[src/hw/rtl/ccs_pkg.sv]
package ccs_pkg;

  localparam int CODE_W  = 8;
  localparam int ENTRY_W = 16;
  localparam int PAIR_W  = 19;
  localparam int FC_W    = 4;
  localparam int ALPHA_W = 32;
  localparam int APB_AW  = 3;
  localparam int APB_DW  = 32;

  localparam int PAIR_MAX = 262143;
  localparam int PAIR_MIN = -262144;

  localparam logic REG_FEATURE_COUNT = 1'b0;
  localparam logic REG_SIZE_FIELDS   = 1'b1;

  typedef logic [3:0] pc_t;

  localparam pc_t PC_IDLE     = 4'd0;
  localparam pc_t PC_WAIT_IN  = 4'd1;
  localparam pc_t PC_AX_INIT  = 4'd2;
  localparam pc_t PC_AX_LOOP  = 4'd3;
  localparam pc_t PC_SC_INIT  = 4'd4;
  localparam pc_t PC_SC_HI    = 4'd5;
  localparam pc_t PC_SC_LO    = 4'd6;
  localparam pc_t PC_SC_DRAIN = 4'd7;
  localparam pc_t PC_SC_EMIT  = 4'd8;
  localparam pc_t PC_SC_OOR   = 4'd9;

  typedef enum logic [2:0] {
    C_ALWAYS,
    C_CFG_DIRTY,
    C_SCORE_TAKEN,
    C_AX_LAST,
    C_OOR,
    C_CNT_ZERO,
    C_OUT_FREE
  } cond_e;

  typedef struct packed {
    logic in_rdy;
    logic ax_init;
    logic ax_step;
    logic sc_init;
    logic div_hi;
    logic div_lo;
    logic emit;
    logic emit_oor;
  } op_t;

  typedef struct packed {
    op_t   op;
    cond_e cond;
    pc_t   jmp_to;
    pc_t   else_to;
  } ctl_t;

  typedef struct packed {
    logic               wr;
    logic [FC_W-1:0]    feature_count;
    logic [ALPHA_W-1:0] size_fields;
  } cfg_t;

  typedef struct packed {
    logic cfg_dirty;
    logic score_taken;
    logic ax_last;
    logic oor;
    logic cnt_zero;
    logic out_free;
  } stat_t;

  function automatic ctl_t ucode(input pc_t pc);
    ctl_t c;
    c = '0;
    c.cond    = C_ALWAYS;
    c.jmp_to  = PC_IDLE;
    c.else_to = PC_IDLE;
    unique case (pc)
      PC_IDLE: begin
        c.cond    = C_CFG_DIRTY;
        c.jmp_to  = PC_AX_INIT;
        c.else_to = PC_WAIT_IN;
      end
      PC_WAIT_IN: begin
        c.op.in_rdy = 1'b1;
        c.cond      = C_SCORE_TAKEN;
        c.jmp_to    = PC_SC_INIT;
        c.else_to   = PC_IDLE;
      end
      PC_AX_INIT: begin
        c.op.ax_init = 1'b1;
        c.jmp_to     = PC_AX_LOOP;
        c.else_to    = PC_AX_LOOP;
      end
      PC_AX_LOOP: begin
        c.op.ax_step = 1'b1;
        c.cond       = C_AX_LAST;
        c.jmp_to     = PC_IDLE;
        c.else_to    = PC_AX_LOOP;
      end
      PC_SC_INIT: begin
        c.op.sc_init = 1'b1;
        c.cond       = C_OOR;
        c.jmp_to     = PC_SC_OOR;
        c.else_to    = PC_SC_HI;
      end
      PC_SC_HI: begin
        c.op.div_hi = 1'b1;
        c.jmp_to    = PC_SC_LO;
        c.else_to   = PC_SC_LO;
      end
      PC_SC_LO: begin
        c.op.div_lo = 1'b1;
        c.cond      = C_CNT_ZERO;
        c.jmp_to    = PC_SC_DRAIN;
        c.else_to   = PC_SC_HI;
      end
      PC_SC_DRAIN: begin
        c.jmp_to  = PC_SC_EMIT;
        c.else_to = PC_SC_EMIT;
      end
      PC_SC_EMIT: begin
        c.op.emit = 1'b1;
        c.cond    = C_OUT_FREE;
        c.jmp_to  = PC_IDLE;
        c.else_to = PC_SC_EMIT;
      end
      PC_SC_OOR: begin
        c.op.emit_oor = 1'b1;
        c.cond        = C_OUT_FREE;
        c.jmp_to      = PC_IDLE;
        c.else_to     = PC_SC_OOR;
      end
      default: begin
        c.jmp_to  = PC_IDLE;
        c.else_to = PC_IDLE;
      end
    endcase
    return c;
  endfunction

endpackage

[src/hw/rtl/ccs_apb.sv]
module ccs_apb import ccs_pkg::*; (
  input  logic              clk_i,
  input  logic              rst_ni,
  input  logic              psel,
  input  logic              penable,
  input  logic              pwrite,
  input  logic [APB_AW-1:0] paddr,
  input  logic [APB_DW-1:0] pwdata,
  output logic [APB_DW-1:0] prdata,
  output logic              pready,
  output cfg_t              cfg_o
);

  logic               wr;
  logic [FC_W-1:0]    fc_q, fc_d;
  logic [ALPHA_W-1:0] alpha_q, alpha_d;

  assign pready = 1'b1;
  assign wr     = psel & penable & pwrite;

  always_comb begin
    fc_d    = fc_q;
    alpha_d = alpha_q;
    if (wr) begin
      unique case (paddr[2])
        REG_FEATURE_COUNT: fc_d    = pwdata[FC_W-1:0];
        REG_SIZE_FIELDS:   alpha_d = pwdata[ALPHA_W-1:0];
        default:           fc_d    = fc_q;
      endcase
    end
  end

  always_ff @(posedge clk_i or negedge rst_ni) begin
    if (!rst_ni) begin
      fc_q    <= FC_W'(1);
      alpha_q <= '0;
    end else begin
      fc_q    <= fc_d;
      alpha_q <= alpha_d;
    end
  end

  always_comb begin
    unique case (paddr[2])
      REG_FEATURE_COUNT: prdata = APB_DW'(fc_q);
      REG_SIZE_FIELDS:   prdata = APB_DW'(alpha_q);
      default:           prdata = '0;
    endcase
  end

  assign cfg_o.wr            = wr;
  assign cfg_o.feature_count = fc_q;
  assign cfg_o.size_fields   = alpha_q;

endmodule

[config.mk]
export PLATFORM = sky130hd
export DESIGN_NAME = ccs_apb
export DESIGN_NICKNAME = d
export VERILOG_FILES = /design/src/hw/rtl/ccs_pkg.sv /design/src/hw/rtl/ccs_apb.sv
export SDC_FILE = /design/constraint.sdc
export NUM_CORES = 1
export LEC_CHECK = 0
export ABC_AREA = 1
export BUFFER_PORTS_ARGS = -buffer_cell sky130_fd_sc_hd__buf_2
export CAP_MARGIN = 20
export CORE_MARGIN = 1
export CORE_UTILIZATION = 46
export CTS_CLUSTER_DIAMETER = 80
export DETAILED_ROUTE_END_ITERATION = 6
export HOLD_SLACK_MARGIN = 0.03
export PLACE_DENSITY_LB_ADDON = 0.15
export SLEW_MARGIN = 10
export SYNTH_ARGS = -nofsm -noshare
export SYNTH_HDL_FRONTEND = slang
export SYNTH_SLANG_ARGS = --single-unit
export TNS_END_PERCENT = 100
[constraint.sdc]
create_clock -name clk_i -period 1.36 [get_ports clk_i]
set_clock_uncertainty 0.1 [all_clocks]
set_input_delay 0.204 -clock clk_i [delete_from_list [all_inputs] [get_ports clk_i]]
set_output_delay 0.204 -clock clk_i [all_outputs]
set_load 0.02 [all_outputs]
==> out/qor.txt, run 1 <==
status -> complete, but fails checks
violated checks -> setup timing
worst vdd ir -> 788.3 uV
CTS tree -> done
DIE WIDTH -> 63.91 um
Setup crit end kind -> output port
WS Path Type -> flip-flop to output port
CTS clock-pin slew for the worst setup and hold paths -> 0.07 ns
post-CTS setup buffers -> 0
Detailed Route WL -> 4.177 mm
Yosys reg bits -> 36
Simple-Gate Fraction of Synth Area -> 35.77%
wire per inst -> 10.74 um
post-place setup slack -> 0.06933 ns
Clock Path Buffers -> 2
Core Util, Final -> 66.85%
row cnt -> 22
Worst Setup Start Kind -> flip-flop
Largest stage delay, worst path -> 0.54 ns
crit share post-route -> 100.2%
dpl cells -> 381
I/O pin cnt -> 110
RSZ-0062 raised after global routing -> yes
Worst EP arrival -> 1.06 ns
Mapped Cells -> 234
CP Cell Sequence -> nand2_1 -> nand2_1 -> buf_6
Final #Nets -> 381
post-layout min period -> 1.362 ns
Tot GR Track Use -> 22.18%
largest cells by area after synthesis -> dfrtp_1 50%, nand2_1 24%, nand3_1 10%
Final Hold Fails -> 0
Starting DRT DRC Count -> 79
RePlAce Congestion -> 0.7351
vias in the first global route -> 1,555
combinational family with the most area after synthesis -> simple AND/OR/NAND/NOR gates
DP Area -> 0.002350 sq mm
routed vias/inst -> 4.612
initial antenna violation count -> 0
H-Tree Depth -> 2
first-pass GRT wire length -> 6.927 mm
# clock sinks -> 36
syn nets -> 274
Overflow after GRT -> 0
core area -> 0.003661 sq mm
overall power -> 3.294 mW
Post-Layout Cell Count -> 389
Synth Area in Compound Gates -> 0%
port bufs -> 106
Clk Latency, worst-skew pair -> 0.28 ns
mux cell area share after synthesis -> 0%
Area growth syn-to-layout -> 38.82%
fill count -> 342
largest net degree at the start of global routing -> 33
die area -> 0.004084 sq mm
sequential-to-total area share from yosys stat -> 51.17%
Starting Density -> 48.15%
Distinct cells, synth -> 14
worst hold margin -> 0.04637 ns
Yosys top cell by area -> dfrtp_1
Hold Crit Class -> input port to flip-flop
post-synthesis adder-cell area fraction -> 0%
# DRC -> 0
post-synthesis xor/xnor area fraction -> 0%
Die Y -> 63.91 um
Cell Area, Synth -> 0.001763 sq mm
most frequent CP cell -> nand2_1
final worst slack -> -0.002496 ns
drt first pass iters -> 4
Max FO, Critical Path -> 3
Max Slew Vio Count -> 0
design area -> 0.002447 sq mm
maximum clock rate -> 733.9 MHz
Power Density -> 1346 mW/mm^2
post-detail-place hpwl -> 3.056 mm
Routed Antenna Nets -> 0
Inserted Diodes -> 0
Leak -> 1.666 nW
# Max-Cap Violations -> 0
layout cells sized above 1 -> 36.66%
Ys Warns -> 0
Synth Area per Inst -> 7.534 sq um
post-synth top area share -> 49.68%
final setup violation count -> 1
Vias -> 1,794
TNS Setup -> -0.002496 ns
clk root buf -> clkbuf_8
worst path required time -> 1.06 ns
Crit-path slowest cell -> dfstp_2
total CTS buffers -> 5
## layer usage
metal  up-vias  global-route usage, %  routed length [um]
met2        70                  36.57                2007
met5         -                      0                   0
li1        909                      -                   -
met1       810                  27.63                1832
met3         5                  6.429                 300
met4         0                  7.670                  37
## flip-flops by register name, indices dropped and copies added, names as in the netlist
name     count
fc_q         4
alpha_q     32
## what timing repair did
item	4_1_cts	5_1_grt
resized for setup	2	1
endpoints found under the setup margin	1	4
hold endpoints to repair	18	0
hold buffers	1	0
## layout by cell type, fill, tap and decap left out
master	instances
nand2_1	112
buf_2	105
nand3_1	36
dfrtp_1	35
inv_1	28
clkbuf_8	5
buf_4	4
buf_12	4
nand4_1	2
clkinvlp_4	1
inv_2	1
nand2_2	1
nor2_4	1
conb_1	1
clkinv_2	1
clkbuf_1	1
dfstp_2	1
dlygate4sd3_1	1
buf_6	1
## logic make-up after synthesis
family / after synthesis
other: 1
buffers and inverters: 45
flip-flops: 36
AND/OR/NAND/NOR: 152
## cell usage after synthesis
cell and n:
nor2_4 1, nand3_1 36, clkinv_1 1, conb_1 1
inv_2 1, dfstp_2 1, dfrtp_1 35, buf_2 7
nand2_1 112, nand2_2 1, nand4_1 2, buf_4 3
buf_6 5, inv_1 28
## worst max-delay path: cells and delay by family (launching register included)
family        cells  cell delay [ns]
simple gates      2             0.12
buf+inv           1             0.11
flops             1             0.54
## final timing paths
kind | from | to | slack, ns | cells after the start
worst max register to register | fc_q[0] | fc_q[0] | 0.56 | 2
worst min register to register | fc_q[0] | fc_q[0] | 0.37 | 2
max in group asynchronous | rst_ni | fc_q[1] | 0.39 | 3
worst min-delay path | pwdata[26] | alpha_q[26] | 0.05 | 3
min in group asynchronous | rst_ni | alpha_q[25] | 0.31 | 2
worst max-delay path | fc_q[0] | prdata[0] | -0.002 | 3
## layout make-up
| type | instances | area [sq um] | area share [%] |
|---|---|---|---|
| Clock buffer | 6 | 72.57 | 2.965 |
| Clock inverter | 1 | 5.005 | 0.2045 |
| Inverter | 30 | 116.4 | 4.755 |
| Multi-Input combinational cell | 153 | 634.4 | 25.92 |
| Sequential cell | 36 | 902.1 | 36.86 |
| Tap cell | 48 | 60.06 | 2.454 |
| Timing Repair Buffer | 115 | 656.9 | 26.84 |
## where the power goes
group | internal, mW | total, mW | switching (mW)
Combinational | 0.406 | 1.16 | 0.757
Sequential | 1.28 | 1.43 | 0.151
Clock | 0.348 | 0.703 | 0.355
Total | 2.03 | 3.29 | 1.26
No activity file was read; power rests on OpenSTA's default activity.
==> run 2: changes to the inputs <==
--- a/config.mk
+++ b/config.mk
@@ -8,8 +8,10 @@
 export ABC_AREA = 1
 export BUFFER_PORTS_ARGS = -buffer_cell sky130_fd_sc_hd__buf_2
 export CAP_MARGIN = 20
+export CELL_PAD_IN_SITES_DETAIL_PLACEMENT = 2
+export CELL_PAD_IN_SITES_GLOBAL_PLACEMENT = 2
 export CORE_MARGIN = 1
-export CORE_UTILIZATION = 46
+export CORE_UTILIZATION = 23
 export CTS_CLUSTER_DIAMETER = 80
 export DETAILED_ROUTE_END_ITERATION = 6
 export HOLD_SLACK_MARGIN = 0.03
==> out/qor.txt, run 2 (same netlist as run 1, synthesis figures left out) <==
status -> complete, but fails checks
violated checks -> setup timing
initial antenna violation count -> 0 (unchanged)
Routed Antenna Nets -> 0 (unchanged)
Buf/Inv on CP -> 1 (unchanged)
overall power -> 3.330 mW (+1.1%)
largest net degree at the start of global routing -> 37 (+12%)
first-pass GRT wire length -> 8.887 mm (+28%)
die area -> 0.008019 sq mm (+96%)
drt first pass iters -> 4 (unchanged)
Core Util, Final -> 34.20% (-33 points)
final worst slack -> -0.03661 ns (-0.03412 ns)
WS Path Type -> flip-flop to output port
RePlAce Congestion -> 0.6898 (-6.2%)
worst path required time -> 1.06 ns (about the same)
worst hold margin -> 0.05094 ns (+0.004567 ns)
Starting DRT DRC Count -> 24 (-70%)
Die Y -> 89.55 um (+40%)
Detailed Route WL -> 5.578 mm (+34%)
maximum clock rate -> 716.0 MHz (-2.4%)
Largest stage delay, worst path -> 0.56 ns (+0.02 ns)
total CTS buffers -> 5 (unchanged)
Final #Nets -> 381 (unchanged)
most common cell after layout, fill and taps aside -> nand2_1
clk root buf -> clkbuf_8
# Max-Cap Violations -> 0 (unchanged)
Worst Setup Start Kind -> flip-flop
CTS clock-pin slew for the worst setup and hold paths -> 0.07 ns (about the same)
Vias -> 1,906 (+6.2%)
Biggest register -> alpha_q
most frequent cells in the layout -> 112 x nand2_1, 105 x buf_2, 36 x nand3_1, 35 x dfrtp_1, 28 x inv_1
RSZ-0062 raised after global routing -> yes
layout cells sized above 1 -> 36.36% (-0.29 points)
post-place setup slack -> 0.07395 ns (+0.004619 ns)
DP Area -> 0.002414 sq mm (+2.7%)
post-detail-place hpwl -> 4.187 mm (+37%)
dpl cells -> 432 (+13%)
Max FO, Critical Path -> 3 (unchanged)
crit share post-route -> 102.7% (+2.5 points)
DIE WIDTH -> 89.55 um (+40%)
CTS tree -> done
Leak -> 1.663 nW (-0.17%)
post-layout min period -> 1.397 ns (+0.03412 ns)
port bufs -> 106 (unchanged)
TNS Setup -> -0.03661 ns (-0.03412 ns)
Tot GR Track Use -> 14.62% (-7.6 points)
Clock Path Buffers -> 2 (unchanged)
Worst EP arrival -> 1.09 ns (+0.03 ns)
Max Slew Vio Count -> 0 (unchanged)
CP Cell Sequence -> nand2_1 -> nand2_1 -> buf_6
I/O pin cnt -> 110 (unchanged)
Final Hold Fails -> 0 (unchanged)
vias in the first global route -> 1,894 (+22%)
routed vias/inst -> 4.332 (-6.1%)
wire per inst -> 12.68 um (+18%)
row cnt -> 31 (+41%)
most frequent CP cell -> nand2_1
Power Density -> 1328 mW/mm^2 (-1.3%)
max reg flops -> 32 (unchanged)
Area growth syn-to-layout -> 42.23%
# DRC -> 0 (unchanged)
Setup crit end kind -> output port
core area -> 0.007331 sq mm (+100%)
H-Tree Depth -> 2 (unchanged)
worst vdd ir -> 424.9 uV (-46%)
Starting Density -> 24.05% (-24 points)
Inserted Diodes -> 0 (unchanged)
Post-Layout Cell Count -> 440 (+13%)
Overflow after GRT -> 0 (unchanged)
CP top delay family -> flip-flops
Hold Crit Class -> input port to flip-flop
final setup violation count -> 1 (unchanged)
biggest regs -> alpha_q x32, fc_q x4
design area -> 0.002507 sq mm (+2.5%)
Clk Latency, worst-skew pair -> 0.27 ns (about the same)
# clock sinks -> 36 (unchanged)
Crit-path slowest cell -> dfstp_2
run 2: changes by cell type in the layout (fill, tap and decap cells not counted):
cell,change
clkinvlp_4,-1
clkinv_1,+1
run 2: layer usage:
metal / global-route usage [%] / routed length (um)
met5: 0 / 0
met3: 4.340 / 385
met4: 3.463 / 25
met2: 25.83 / 2753
met1: 17.39 / 2414
run 2: path summary, 6_finish.rpt:
kind	from	end	slack (ns)	cells past startpoint
hold / removal	pwdata[7]	alpha_q[7]	0.05	3
setup reg to reg	fc_q[0]	fc_q[0]	0.53	2
max in group asynchronous	rst_ni	fc_q[0]	0.60	3
setup / recovery	fc_q[0]	prdata[0]	-0.04	3
hold reg to reg	fc_q[0]	fc_q[0]	0.39	2
min in group asynchronous	rst_ni	fc_q[1]	0.32	3
run 2: layout make-up:
| cell class | instances | area, sq um |
|---|---|---|
| clock buffers | 6 | 72.57 |
| repair buffers | 115 | 656.9 |
| multi-input cells | 153 | 634.4 |
| inverters | 30 | 112.6 |
| clock inverters | 1 | 5.005 |
| flip-flops and latches | 36 | 902.1 |
| fillers | 907 | 4823 |
| well taps | 99 | 123.9 |
run 2: report_power, final:
group | total, mW | switching [mW] | internal [mW]
combinational | 1.18 | 0.772 | 0.406
clock | 0.714 | 0.365 | 0.348
sequential | 1.44 | 0.161 | 1.28
total | 3.33 | 1.30 | 2.03
run 2: repair_timing:
item                       CTS  global route
buffers inserted             0             0
hold buffers                 1             0
hold endpoints to repair    36             0
pin swaps                    0             0
gates cloned                 0             0
setup endpoints to repair    1             1
resized for setup            2             0
run 2: worst min-delay path: cells and delay by family:
kind | cells | cell delay, ns
AND/OR/NAND/NOR | 2 | 0.12
buffers and inverters | 1 | 0.07
