**src/hw/rtl/ccs_pkg.sv**
```systemverilog
package ccs_pkg;

  localparam int CODE_W  = 8;
  localparam int ENTRY_W = 16;
  localparam int PAIR_W  = 19;
  localparam int FC_W    = 4;
  localparam int ALPHA_W = 32;
  localparam int APB_AW  = 3;
  localparam int APB_DW  = 32;

  localparam int PAIR_MAX = 262143;
  localparam int PAIR_MIN = -262144;

  localparam logic REG_FEATURE_COUNT = 1'b0;
  localparam logic REG_SIZE_FIELDS   = 1'b1;

  typedef logic [3:0] pc_t;

  localparam pc_t PC_IDLE     = 4'd0;
  localparam pc_t PC_WAIT_IN  = 4'd1;
  localparam pc_t PC_AX_INIT  = 4'd2;
  localparam pc_t PC_AX_LOOP  = 4'd3;
  localparam pc_t PC_SC_INIT  = 4'd4;
  localparam pc_t PC_SC_HI    = 4'd5;
  localparam pc_t PC_SC_LO    = 4'd6;
  localparam pc_t PC_SC_DRAIN = 4'd7;
  localparam pc_t PC_SC_EMIT  = 4'd8;
  localparam pc_t PC_SC_OOR   = 4'd9;

  typedef enum logic [2:0] {
    C_ALWAYS,
    C_CFG_DIRTY,
    C_SCORE_TAKEN,
    C_AX_LAST,
    C_OOR,
    C_CNT_ZERO,
    C_OUT_FREE
  } cond_e;

  typedef struct packed {
    logic in_rdy;
    logic ax_init;
    logic ax_step;
    logic sc_init;
    logic div_hi;
    logic div_lo;
    logic emit;
    logic emit_oor;
  } op_t;

  typedef struct packed {
    op_t   op;
    cond_e cond;
    pc_t   jmp_to;
    pc_t   else_to;
  } ctl_t;

  typedef struct packed {
    logic               wr;
    logic [FC_W-1:0]    feature_count;
    logic [ALPHA_W-1:0] size_fields;
  } cfg_t;

  typedef struct packed {
    logic cfg_dirty;
    logic score_taken;
    logic ax_last;
    logic oor;
    logic cnt_zero;
    logic out_free;
  } stat_t;

  function automatic ctl_t ucode(input pc_t pc);
    ctl_t c;
    c = '0;
    c.cond    = C_ALWAYS;
    c.jmp_to  = PC_IDLE;
    c.else_to = PC_IDLE;
    unique case (pc)
      PC_IDLE: begin
        c.cond    = C_CFG_DIRTY;
        c.jmp_to  = PC_AX_INIT;
        c.else_to = PC_WAIT_IN;
      end
      PC_WAIT_IN: begin
        c.op.in_rdy = 1'b1;
        c.cond      = C_SCORE_TAKEN;
        c.jmp_to    = PC_SC_INIT;
        c.else_to   = PC_IDLE;
      end
      PC_AX_INIT: begin
        c.op.ax_init = 1'b1;
        c.jmp_to     = PC_AX_LOOP;
        c.else_to    = PC_AX_LOOP;
      end
      PC_AX_LOOP: begin
        c.op.ax_step = 1'b1;
        c.cond       = C_AX_LAST;
        c.jmp_to     = PC_IDLE;
        c.else_to    = PC_AX_LOOP;
      end
      PC_SC_INIT: begin
        c.op.sc_init = 1'b1;
        c.cond       = C_OOR;
        c.jmp_to     = PC_SC_OOR;
        c.else_to    = PC_SC_HI;
      end
      PC_SC_HI: begin
        c.op.div_hi = 1'b1;
        c.jmp_to    = PC_SC_LO;
        c.else_to   = PC_SC_LO;
      end
      PC_SC_LO: begin
        c.op.div_lo = 1'b1;
        c.cond      = C_CNT_ZERO;
        c.jmp_to    = PC_SC_DRAIN;
        c.else_to   = PC_SC_HI;
      end
      PC_SC_DRAIN: begin
        c.jmp_to  = PC_SC_EMIT;
        c.else_to = PC_SC_EMIT;
      end
      PC_SC_EMIT: begin
        c.op.emit = 1'b1;
        c.cond    = C_OUT_FREE;
        c.jmp_to  = PC_IDLE;
        c.else_to = PC_SC_EMIT;
      end
      PC_SC_OOR: begin
        c.op.emit_oor = 1'b1;
        c.cond        = C_OUT_FREE;
        c.jmp_to      = PC_IDLE;
        c.else_to     = PC_SC_OOR;
      end
      default: begin
        c.jmp_to  = PC_IDLE;
        c.else_to = PC_IDLE;
      end
    endcase
    return c;
  endfunction

endpackage

```
**src/hw/rtl/ccs_seq.sv**
```systemverilog
module ccs_seq import ccs_pkg::*; (
  input  logic  clk_i,
  input  logic  rst_ni,
  input  stat_t stat_i,
  output op_t   op_o
);

  pc_t  pc_q, pc_d;
  ctl_t cw;
  logic hit;

  assign cw   = ucode(pc_q);
  assign op_o = cw.op;

  always_comb begin
    unique case (cw.cond)
      C_ALWAYS:      hit = 1'b1;
      C_CFG_DIRTY:   hit = stat_i.cfg_dirty;
      C_SCORE_TAKEN: hit = stat_i.score_taken;
      C_AX_LAST:     hit = stat_i.ax_last;
      C_OOR:         hit = stat_i.oor;
      C_CNT_ZERO:    hit = stat_i.cnt_zero;
      C_OUT_FREE:    hit = stat_i.out_free;
      default:       hit = 1'b1;
    endcase
  end

  assign pc_d = hit ? cw.jmp_to : cw.else_to;

  always_ff @(posedge clk_i or negedge rst_ni) begin
    if (!rst_ni) begin
      pc_q <= PC_IDLE;
    end else begin
      pc_q <= pc_d;
    end
  end

endmodule

```
**config.mk**
```make
export PLATFORM = sky130hd
export DESIGN_NAME = ccs_seq
export DESIGN_NICKNAME = d
export VERILOG_FILES = /design/src/hw/rtl/ccs_pkg.sv /design/src/hw/rtl/ccs_seq.sv
export SDC_FILE = /design/constraint.sdc
export NUM_CORES = 1
export LEC_CHECK = 0
export BUFFER_PORTS_ARGS = -buffer_cell sky130_fd_sc_hd__buf_2
export CAP_MARGIN = 25
export CORE_AREA = 2 2 39 41
export DETAILED_ROUTE_END_ITERATION = 16
export DIE_AREA = 0 0 41 43
export PLACE_DENSITY = 0.58
export SYNTH_ARGS = -nofsm -noshare
export SYNTH_HDL_FRONTEND = slang
export SYNTH_SLANG_ARGS = --single-unit
```
**constraint.sdc**
```tcl
create_clock -name clk_i -period 4 [get_ports clk_i]
set_input_delay 0.4 -clock clk_i [delete_from_list [all_inputs] [get_ports clk_i]]
set_output_delay 0.4 -clock clk_i [all_outputs]
set_load 0.02 [all_outputs]
```
==> run metrics, run 1 <==
worst skew pair latency 230 ps; Vias/cell 4.795; CP endpoint kind primary output; Fin Setup TNS 0 ps; Critical Path End op_o[4]; vias in the first global route 321; largest registers pc_q (4); post-route cell area 529.3 um^2; Inserted Diodes 0; die height 43 um; Final Non-Filler Cells 83; CP Cell Sequence nand2b_1 -> nor3_1 -> buf_2; pre-CTS setup slack 2314 ps; crit path launch pc_q[2]$_DFF_PN0_; max reg flops 4; worst hold slack 499.7 ps; syn_area_per_cell 8.310 um^2; Critical Path AT 1350 ps; Leak 0.2456 nW; WL/cell 10.45 um; number of max-cap violations 0; Final WS setup 2247 ps; Layout Skew 0.8733 ps; min Tclk post-route 1753 ps; cells after synthesis 53; commonest non-fill, non-tap cells in the layout 15 x buf_2, 10 x nor2_1, 7 x nand2b_1, 4 x dfrtp_1; input/output buffers 15; reg2reg setup slack 2320 ps; core box area 1384 um^2; initial core utilization 0.3183; status completed; Biggest register pc_q; CTS tree yes; Max Slew Vio Count 0; worst rel slew slack 0.6670; clock buffer depth 2; Tcrit/Tclk final 0.4384; final hold vios 0; Crit Reg-Reg Startpoint pc_q[1]$_DFF_PN0_; DRT Pass-1 Iters 4; pwr/cell area 926.6 nW/um^2; via total after detailed routing 398; fraction of layout cells with a size suffix above 1 0.3731; HP Class input pin to async pin; Distinct cells, synth 27; Synth Register Bits 4; fin nets 77; Clock Sinks 4; clock transition at the registers of the reported paths 40 ps; largest net degree at the start of global routing 19; remaining antenna violation count 0; setup violators final 0; Remaining Overflow, GRT 0; Post-CTS Setup Bufs 0; Top Ports 16; hpwl dp 641.9 um; Syn. warnings 0; Iter 0 DRT Violations 7; Max VDD drop 0.0002148 V; H-tree depth 1; CP startpoint kind flip-flop; first-pass GRT wire length 1166 um; sequential area share after synthesis 0.2273; worst path required time 3600 ps; Clock Root Buffer clkbuf_4; Remaining DRCs 0; Die Area 1763 um^2; Synthesized Nets 61; Placed Cells incl. Taps 79; fill cell count 148; slowest stage cell on the critical path dfrtp_1; Final GP Congestion 0.7452; antenna violations before repair 0; path type of the worst setup path flip-flop to primary output; Fmax 570.3 MHz; RSZ-0062 raised after global routing no; total CTS buffers 3; Routed WL 867 um; area of the multi-input gates 301.5 um^2; DP Area 496.7 um^2; area of the mapped netlist 440.4 um^2; die extent in x 41 um; r2r endpoint pc_q[3]$_DFF_PN0_; register area 100.1 um^2; synthesis-to-finish area growth 20.17%; total track usage 0.09438; commonest non-fill, non-tap cell in the layout buf_2; # rows 14; Critical Path Max Stage Delay 540 ps; R2R depth 4; Max FO, Critical Path 12; Tightest Pin Transition 499.5 ps
## power breakdown
group	internal (mW)	switching, mW
registers	0.0609	0.0637
logic	0.167	0.150
clock network	0.0335	0.0153
## cell families (layout without fill, tap and decap cells)
family / Yosys count / count (layout) / share of synthesized area
AOI/OAI and AO/OA: 10 / 10 / 0.1733
xor gates and xnor gates: 1 / 1 / 0.01989
buffers and inverters: 5 / 19 / 0.08805
DFF: 4 / 4 / 0.2273
muxes: 5 / 5 / 0.1506
and+or+nand+nor: 28 / 28 / 0.3409
## metrics by stage
stage / util / total power, mW
global route: 0.3825 / 0.5274
CTS: 0.3825 / 0.4960
detailed placement: 0.3590 / 0.4438
finish: 0.3825 / 0.4904
global placement: 0.3590 / 0.4442
floorplan: - / 0.4079
## worst min-delay path by stage
stage,start,endpoint,slack [ps]
floorplan,rst_ni,pc_q[0]$_DFF_PN0_,100
global placement,rst_ni,pc_q[1]$_DFF_PN0_,210
detailed placement,rst_ni,pc_q[1]$_DFF_PN0_,210
CTS,rst_ni,pc_q[0]$_DFF_PN0_,490
global route,rst_ni,pc_q[0]$_DFF_PN0_,510
finish,rst_ni,pc_q[0]$_DFF_PN0_,500
## worst max-delay path, delay by kind of cell (launching register included)
family / cells / cell delay [ps]
AND/OR/NAND/NOR: 2 / 390
buffers and inverters: 1 / 190
flip-flops: 1 / 540
## cell type report
cell class | count | area share
Multi-Input combinational cell | 44 | 0.5697
Clock buffer | 3 | 0.04255
Sequential cell | 4 | 0.1891
Tap cell | 16 | 0.03783
Timing Repair Buffer | 16 | 0.1608
## what timing repair did
item / CTS / global route
endpoints found under the hold margin: 4 / 0
hold buffers: 1 / 0
resized for setup: 0 / 0
## cells in the mapped netlist
cell type | n | area, um^2
a31oi_1 | 1 | 6.260
buf_6 | 2 | 22.52
a211o_1 | 1 | 8.760
mux2i_1 | 1 | 10.01
a21oi_1 | 2 | 10.01
clkbuf_1 | 1 | 3.750
nand2_1 | 1 | 3.750
a2bb2oi_1 | 1 | 8.760
dfrtp_1 | 4 | 100.1
xnor2_1 | 1 | 8.760
or2_1 | 1 | 6.260
nor3_1 | 3 | 15.01
a21boi_1 | 1 | 7.510
mux2_4 | 3 | 45.04
nor2b_1 | 2 | 12.51
o221ai_2 | 1 | 15.01
o21ai_0 | 1 | 5.000
nor2_1 | 10 | 37.54
a21oi_2 | 1 | 8.760
nand2b_1 | 7 | 43.79
nor3b_1 | 1 | 7.510
or2_4 | 1 | 8.760
o22ai_1 | 1 | 6.260
mux2_2 | 1 | 11.26
nand3b_1 | 2 | 15.01
buf_2 | 1 | 5.000
buf_4 | 1 | 7.510
## per-layer routing
layer / share of wire / GRT usage / vias up
li1: - / - / 210
met1: 0.45 / 0.1093 / 181
met2: 0.52 / 0.1500 / 7
met3: 0.029 / 0 / 0
met4: 0 / 0.08000 / 0
met5: 0 / 0 / -
Note: power is estimated with default switching activity, not from simulation.
==> run 2, diff against run 1 <==
clock period = 1.69 ns   (was 4 ns; I/O delays follow)
==> run 2 against run 1 <==
  * Design area grew 5.7%
  * Sequential share of layout area fell by 1.0 points
  * Hold slack lost 240 ps
  * Non-clock buffer count up 4
  * Sequential power rose by 77%
  * Critical path depth is 1 higher
  * Critical endpoint unchanged
  * Highest routed layer is now met4
==> run metrics, run 2 (synthesized netlist as in run 1, its figures left out) <==
status completed (unchanged); die height 43 um (unchanged); post-route cell area 559.3 um^2 (was 529.3 um^2); HP Class input pin to async pin (unchanged); via total after detailed routing 418 (was 398); worst hold slack 262.3 ps (was 499.7 ps); Critical Path AT 1400 ps (was 1350 ps); Vias/cell 4.805 (was 4.795); pre-CTS setup slack 181.4 ps (was 2314 ps); Hold-fix buffers, CTS 1 (unchanged); Leak 0.2659 nW (was 0.2456 nW); worst path required time 1520 ps (was 3600 ps); largest registers pc_q (4) (unchanged); Tightest Pin Transition 338.2 ps (was 499.5 ps); Final GP Congestion 0.7672 (was 0.7452); antenna violations before repair 0 (unchanged); die extent in x 41 um (unchanged); Post-CTS Setup Bufs 0 (unchanged); WL/cell 11.18 um (was 10.45 um); RSZ-0062 raised after global routing no (unchanged); worst rel slew slack 0.7745 (was 0.6670); Tcrit/Tclk final 0.9277; fin nets 81 (was 77); Layout Skew 0.7565 ps (was 0.8733 ps); Fmax 637.8 MHz; DRT Pass-1 Iters 3 (was 4); hpwl dp 750.2 um (was 641.9 um); worst skew pair latency 240 ps (was 230 ps); number of max-cap violations 0 (unchanged); setup violators final 0 (unchanged); Max VDD drop 0.0005086 V (was 0.0002148 V); CP startpoint kind flip-flop (unchanged); Clock Root Buffer clkbuf_4 (unchanged); Inserted Diodes 0 (unchanged); total CTS buffers 3 (unchanged); Remaining DRCs 0 (unchanged); CP Cell Sequence buf_4 -> nand2b_1 -> nor3_1 -> buf_2 (was nand2b_1 -> nor3_1 -> buf_2); Die Area 1763 um^2 (unchanged); M3 GR Usage 0 (unchanged); Routed WL 973 um (was 867 um); commonest non-fill, non-tap cell in the layout buf_2 (unchanged); Top Ports 16 (unchanged); Clock Sinks 4 (unchanged); GR Util met1 0.1553 (was 0.1093); Iter 0 DRT Violations 6 (was 7); DP Area 526.8 um^2 (was 496.7 um^2); commonest non-fill, non-tap cells in the layout 15 x buf_2, 10 x nor2_1, 7 x nand2b_1, 4 x dfrtp_1, 4 x buf_4 (was 15 x buf_2, 10 x nor2_1, 7 x nand2b_1, 4 x dfrtp_1); H-tree depth 1 (unchanged); path type of the worst setup path flip-flop to primary output (unchanged); Final WS setup 122.2 ps (was 2247 ps); remaining antenna violation count 0 (unchanged); # rows 14 (unchanged); CTS tree yes (unchanged); largest net degree at the start of global routing 14 (was 19); Critical Path Max Stage Delay 430 ps (was 540 ps); max reg flops 4 (unchanged); final hold vios 0 (unchanged); Most Used Layer, Global Route met2 (unchanged); Fin Setup TNS 0 ps (unchanged); pwr/cell area 2217 nW/um^2 (was 926.6 nW/um^2); vias in the first global route 341 (was 321); fraction of layout cells with a size suffix above 1 0.4085 (was 0.3731); core box area 1384 um^2 (unchanged); Post-CTS Resized 0 (unchanged); Biggest register pc_q (unchanged); Remaining Overflow, GRT 0 (unchanged); clock buffer depth 2 (unchanged); slowest stage cell on the critical path dfrtp_1 (unchanged); clock transition at the registers of the reported paths 40 ps (about the same); Max FO, Critical Path 6 (was 12); synthesis-to-finish area growth 26.99% (was 20.17%); total track usage 0.1167 (was 0.09438); first-pass GRT wire length 1393 um (was 1166 um); share of the core filled with cells 0.4042 (was 0.3825); min Tclk post-route 1568 ps; initial core utilization 0.3183 (unchanged); input/output buffers 15 (unchanged); Max Slew Vio Count 0 (unchanged); routing usage on met2 0.1656 (was 0.1500); fill cell count 149 (was 148); CP endpoint kind primary output (unchanged)
[run 2: stage by stage]
step	instances	power (mW)
6_report	87	1.240
5_1_grt	87	1.341
4_1_cts	87	1.252
3_5_place_dp	83	1.118
3_3_place_gp	83	1.116
2_1_floorplan	53	0.9655
[run 2: power breakdown]
| part | internal [mW] | total, mW | leakage (nW) | switching [mW] |
|---|---|---|---|---|
| Sequential | 0.146 | 0.221 | 0.0506 | 0.0749 |
| Combinational | 0.449 | 0.897 | 0.202 | 0.448 |
| Clock | 0.0797 | 0.122 | 0.0138 | 0.0423 |
[run 2: worst max-delay path, delay by kind of cell, from the launching register on]
kind	cells	cell delay (ps)
buf+inv	2	360
flops	1	430
simple gates	2	370
[run 2: per-layer routing]
metal,vias up,part of all wire
met2,7,0.49
li1,220,-
met4,0,0.014
met1,189,0.46
met5,-,0
met3,2,0.027
[run 2: area by class of cell]
class,instances,area (um^2),share of cell area
clock buffer,3,22.52,0.04027
multi-input combinational,44,301.5,0.5391
sequential,4,100.1,0.1790
tap,16,20.02,0.03579
timing repair buffer,20,115.1,0.2058
[run 2: final timing paths]
check / start / end / slack [ps] / depth (start not counted)
worst max-delay path: pc_q[3]$_DFF_PN0_ / op_o[4] / 120 / 4
worst min-delay path: rst_ni / pc_q[2]$_DFF_PN0_ / 260 / 2
worst max register to register: pc_q[2]$_DFF_PN0_ / pc_q[3]$_DFF_PN0_ / 170 / 3
worst min register to register: pc_q[3]$_DFF_PN0_ / pc_q[0]$_DFF_PN0_ / 720 / 3
max in group asynchronous: rst_ni / pc_q[1]$_DFF_PN0_ / 1310 / 2
min in group clk_i: stat_i[3] / pc_q[0]$_DFF_PN0_ / 530 / 4
==> run 3, diff against run 2 <==
PLACE_DENSITY = 0.6   (was 0.58)
clock period = 1.3 ns   (was 1.69 ns; I/O delays follow)
==> run 3 against run 2 <==
  * The run now ends with setup timing left
  * Global-route usage grew 3.8 points
  * Sequential share of layout area shrank 6.3 points
  * Non-clock buffer count grew 19
  * Power grew 120%
  * Design area grew 60%
  * Sequential power grew 35%
  * Clock-buffer cell count is the same
  * Register-to-register slack lost 390 ps
==> run metrics, run 3 (synthesized netlist as in run 1, its figures left out) <==
status finished with violations (was completed); violated checks setup timing; fill cell count 113 (was 149); Tcrit/Tclk final 1.170; Max VDD drop 0.001257 V (was 0.0005086 V); Routed WL 1658 um (was 973 um); pwr/cell area 3074 nW/um^2 (was 2217 nW/um^2); first-pass GRT wire length 1869 um (was 1393 um); Fmax 657.5 MHz; Vias/cell 5.085 (was 4.805); Inserted Diodes 0 (unchanged); Critical Path AT 1640 ps (was 1400 ps); area of the multi-input gates 414.1 um^2 (was 301.5 um^2); CP endpoint kind flip-flop (was primary output); Clock Sinks 4 (unchanged); RSZ-0062 raised after global routing yes (was no); synthesis-to-finish area growth 103.1% (was 26.99%); reg2reg setup slack -220 ps (was 170 ps); Layout Skew 3.286 ps (was 0.7565 ps); hpwl dp 824.9 um (was 750.2 um); fraction of layout cells with a size suffix above 1 0.7333 (was 0.4085); Crit Reg-Reg Startpoint pc_q[2]$_DFF_PN0_ (unchanged); initial core utilization 0.3183 (unchanged); # rows 14 (unchanged); Final GP Congestion 0.7368 (was 0.7672); Iter 0 DRT Violations 8 (was 6); Max FO, Critical Path 5 (was 6); DP Area 581.8 um^2 (was 526.8 um^2); min Tclk post-route 1521 ps; CP startpoint kind flip-flop (unchanged); clock buffer depth 2 (unchanged); vias in the first global route 469 (was 341); worst skew pair latency 240 ps (about the same); total track usage 0.1549 (was 0.1167); Leak 0.4009 nW (was 0.2659 nW); WL/cell 15.64 um (was 11.18 um); register area 103.9 um^2 (was 100.1 um^2); r2r endpoint pc_q[1]$_DFF_PN0_ (was pc_q[3]$_DFF_PN0_); Biggest register pc_q (unchanged); worst rel slew slack 0.8023 (was 0.7745); fin nets 100 (was 81); pre-CTS setup slack -236.0 ps (was 181.4 ps); Clock Root Buffer clkbuf_4 (unchanged); Die Area 1763 um^2 (unchanged); Max Slew Vio Count 0 (unchanged); total CTS buffers 3 (unchanged); via total after detailed routing 539 (was 418); core box area 1384 um^2 (unchanged); remaining antenna violation count 0 (unchanged); R2R depth 4 (was 3); CTS tree yes (unchanged); worst path required time 1420 ps (was 1520 ps); commonest non-fill, non-tap cells in the layout 17 x buf_4, 13 x buf_6, 7 x buf_2, 5 x nor2_4 (was 15 x buf_2, 10 x nor2_1, 7 x nand2b_1, 4 x dfrtp_1, 4 x buf_4); largest registers pc_q (4) (unchanged); final hold vios 0 (unchanged); max reg flops 4 (unchanged); antenna violations before repair 0 (unchanged); Tightest Pin Transition 296.6 ps (was 338.2 ps); number of max-cap violations 0 (unchanged); DRT Pass-1 Iters 4 (was 3); input/output buffers 15 (unchanged); commonest non-fill, non-tap cell in the layout buf_4 (was buf_2); path type of the worst setup path flip-flop to flip-flop (was flip-flop to primary output); Final WS setup -220.9 ps (was 122.2 ps); H-tree depth 1 (unchanged); clock transition at the registers of the reported paths 40 ps (about the same); setup violators final 12 (was 0); die extent in x 41 um (unchanged); Remaining DRCs 0 (unchanged); die height 43 um (unchanged); HP Class input pin to async pin (unchanged); post-route cell area 894.6 um^2 (was 559.3 um^2); Remaining Overflow, GRT 0 (unchanged); Top Ports 16 (unchanged); share of the core filled with cells 0.6465 (was 0.4042); largest net degree at the start of global routing 9 (was 14)
[run 3: how the worst max path moves through the flow]
| stage | start | endpoint | slack, ps |
|---|---|---|---|
| after detailed placement | pc_q[0]$_DFF_PN0_ | pc_q[1]$_DFF_PN0_ | -240 |
| after global routing | pc_q[2]$_DFF_PN0_ | pc_q[2]$_DFF_PN0_ | -250 |
| after floorplan | pc_q[2]$_DFF_PN0_ | pc_q[1]$_DFF_PN0_ | -180 |
| final | pc_q[2]$_DFF_PN0_ | pc_q[1]$_DFF_PN0_ | -220 |
| after CTS | pc_q[2]$_DFF_PN0_ | pc_q[1]$_DFF_PN0_ | -190 |
| after global placement | pc_q[0]$_DFF_PN0_ | pc_q[1]$_DFF_PN0_ | -180 |
[run 3: critical path, cell delays in order, from the launching register on]
cell	delay, ps
dfrtp_2	430
nand3b_1	170
a211o_1	340
o221ai_4	120
mux2_4	330
[run 3: area by class of cell]
cell class                 count  area share
timing repair buffer          39      0.3734
multi-input combinational     44      0.4629
clock buffer                   3     0.02517
sequential                     4      0.1161
tap                           16     0.02238
[run 3: metal layers]
| layer | part of all wire | global-route usage | up-vias |
|---|---|---|---|
| met3 | 0.027 | 0.02094 | 6 |
| met4 | 0.025 | 0.06667 | 0 |
| li1 | - | - | 260 |
| met5 | 0 | 0 | - |
| met1 | 0.40 | 0.1780 | 257 |
| met2 | 0.54 | 0.2656 | 16 |
[run 3: timing repair]
item | CTS | global route
hold endpoints to repair | 4 | 0
resized for setup | 22 | 29
setup endpoints to repair | 12 | 12
pin swaps | 3 | 5
buffers inserted | 8 | 6
hold buffers | 1 | 0
[run 3: power by group]
group	leakage (nW)	internal, mW	switching [mW]	total [mW]
Sequential	0.0465	0.198	0.101	0.299
Clock	0.0138	0.103	0.0542	0.158
Combinational	0.341	1.26	1.04	2.29
[run 3: through the flow]
stage | hold slack [ps] | power [mW] | TNS (ps) | instances
6_report | 222.0 | 2.750 | -1553 | 106
5_1_grt | 240.2 | 2.881 | -1959 | 106
4_1_cts | 220.2 | 2.225 | -1411 | 101
3_5_place_dp | -62.50 | 1.632 | -728.7 | 89
3_3_place_gp | -61.28 | 1.611 | -525.8 | 89
2_1_floorplan | -165.6 | 1.273 | -527.0 | 53
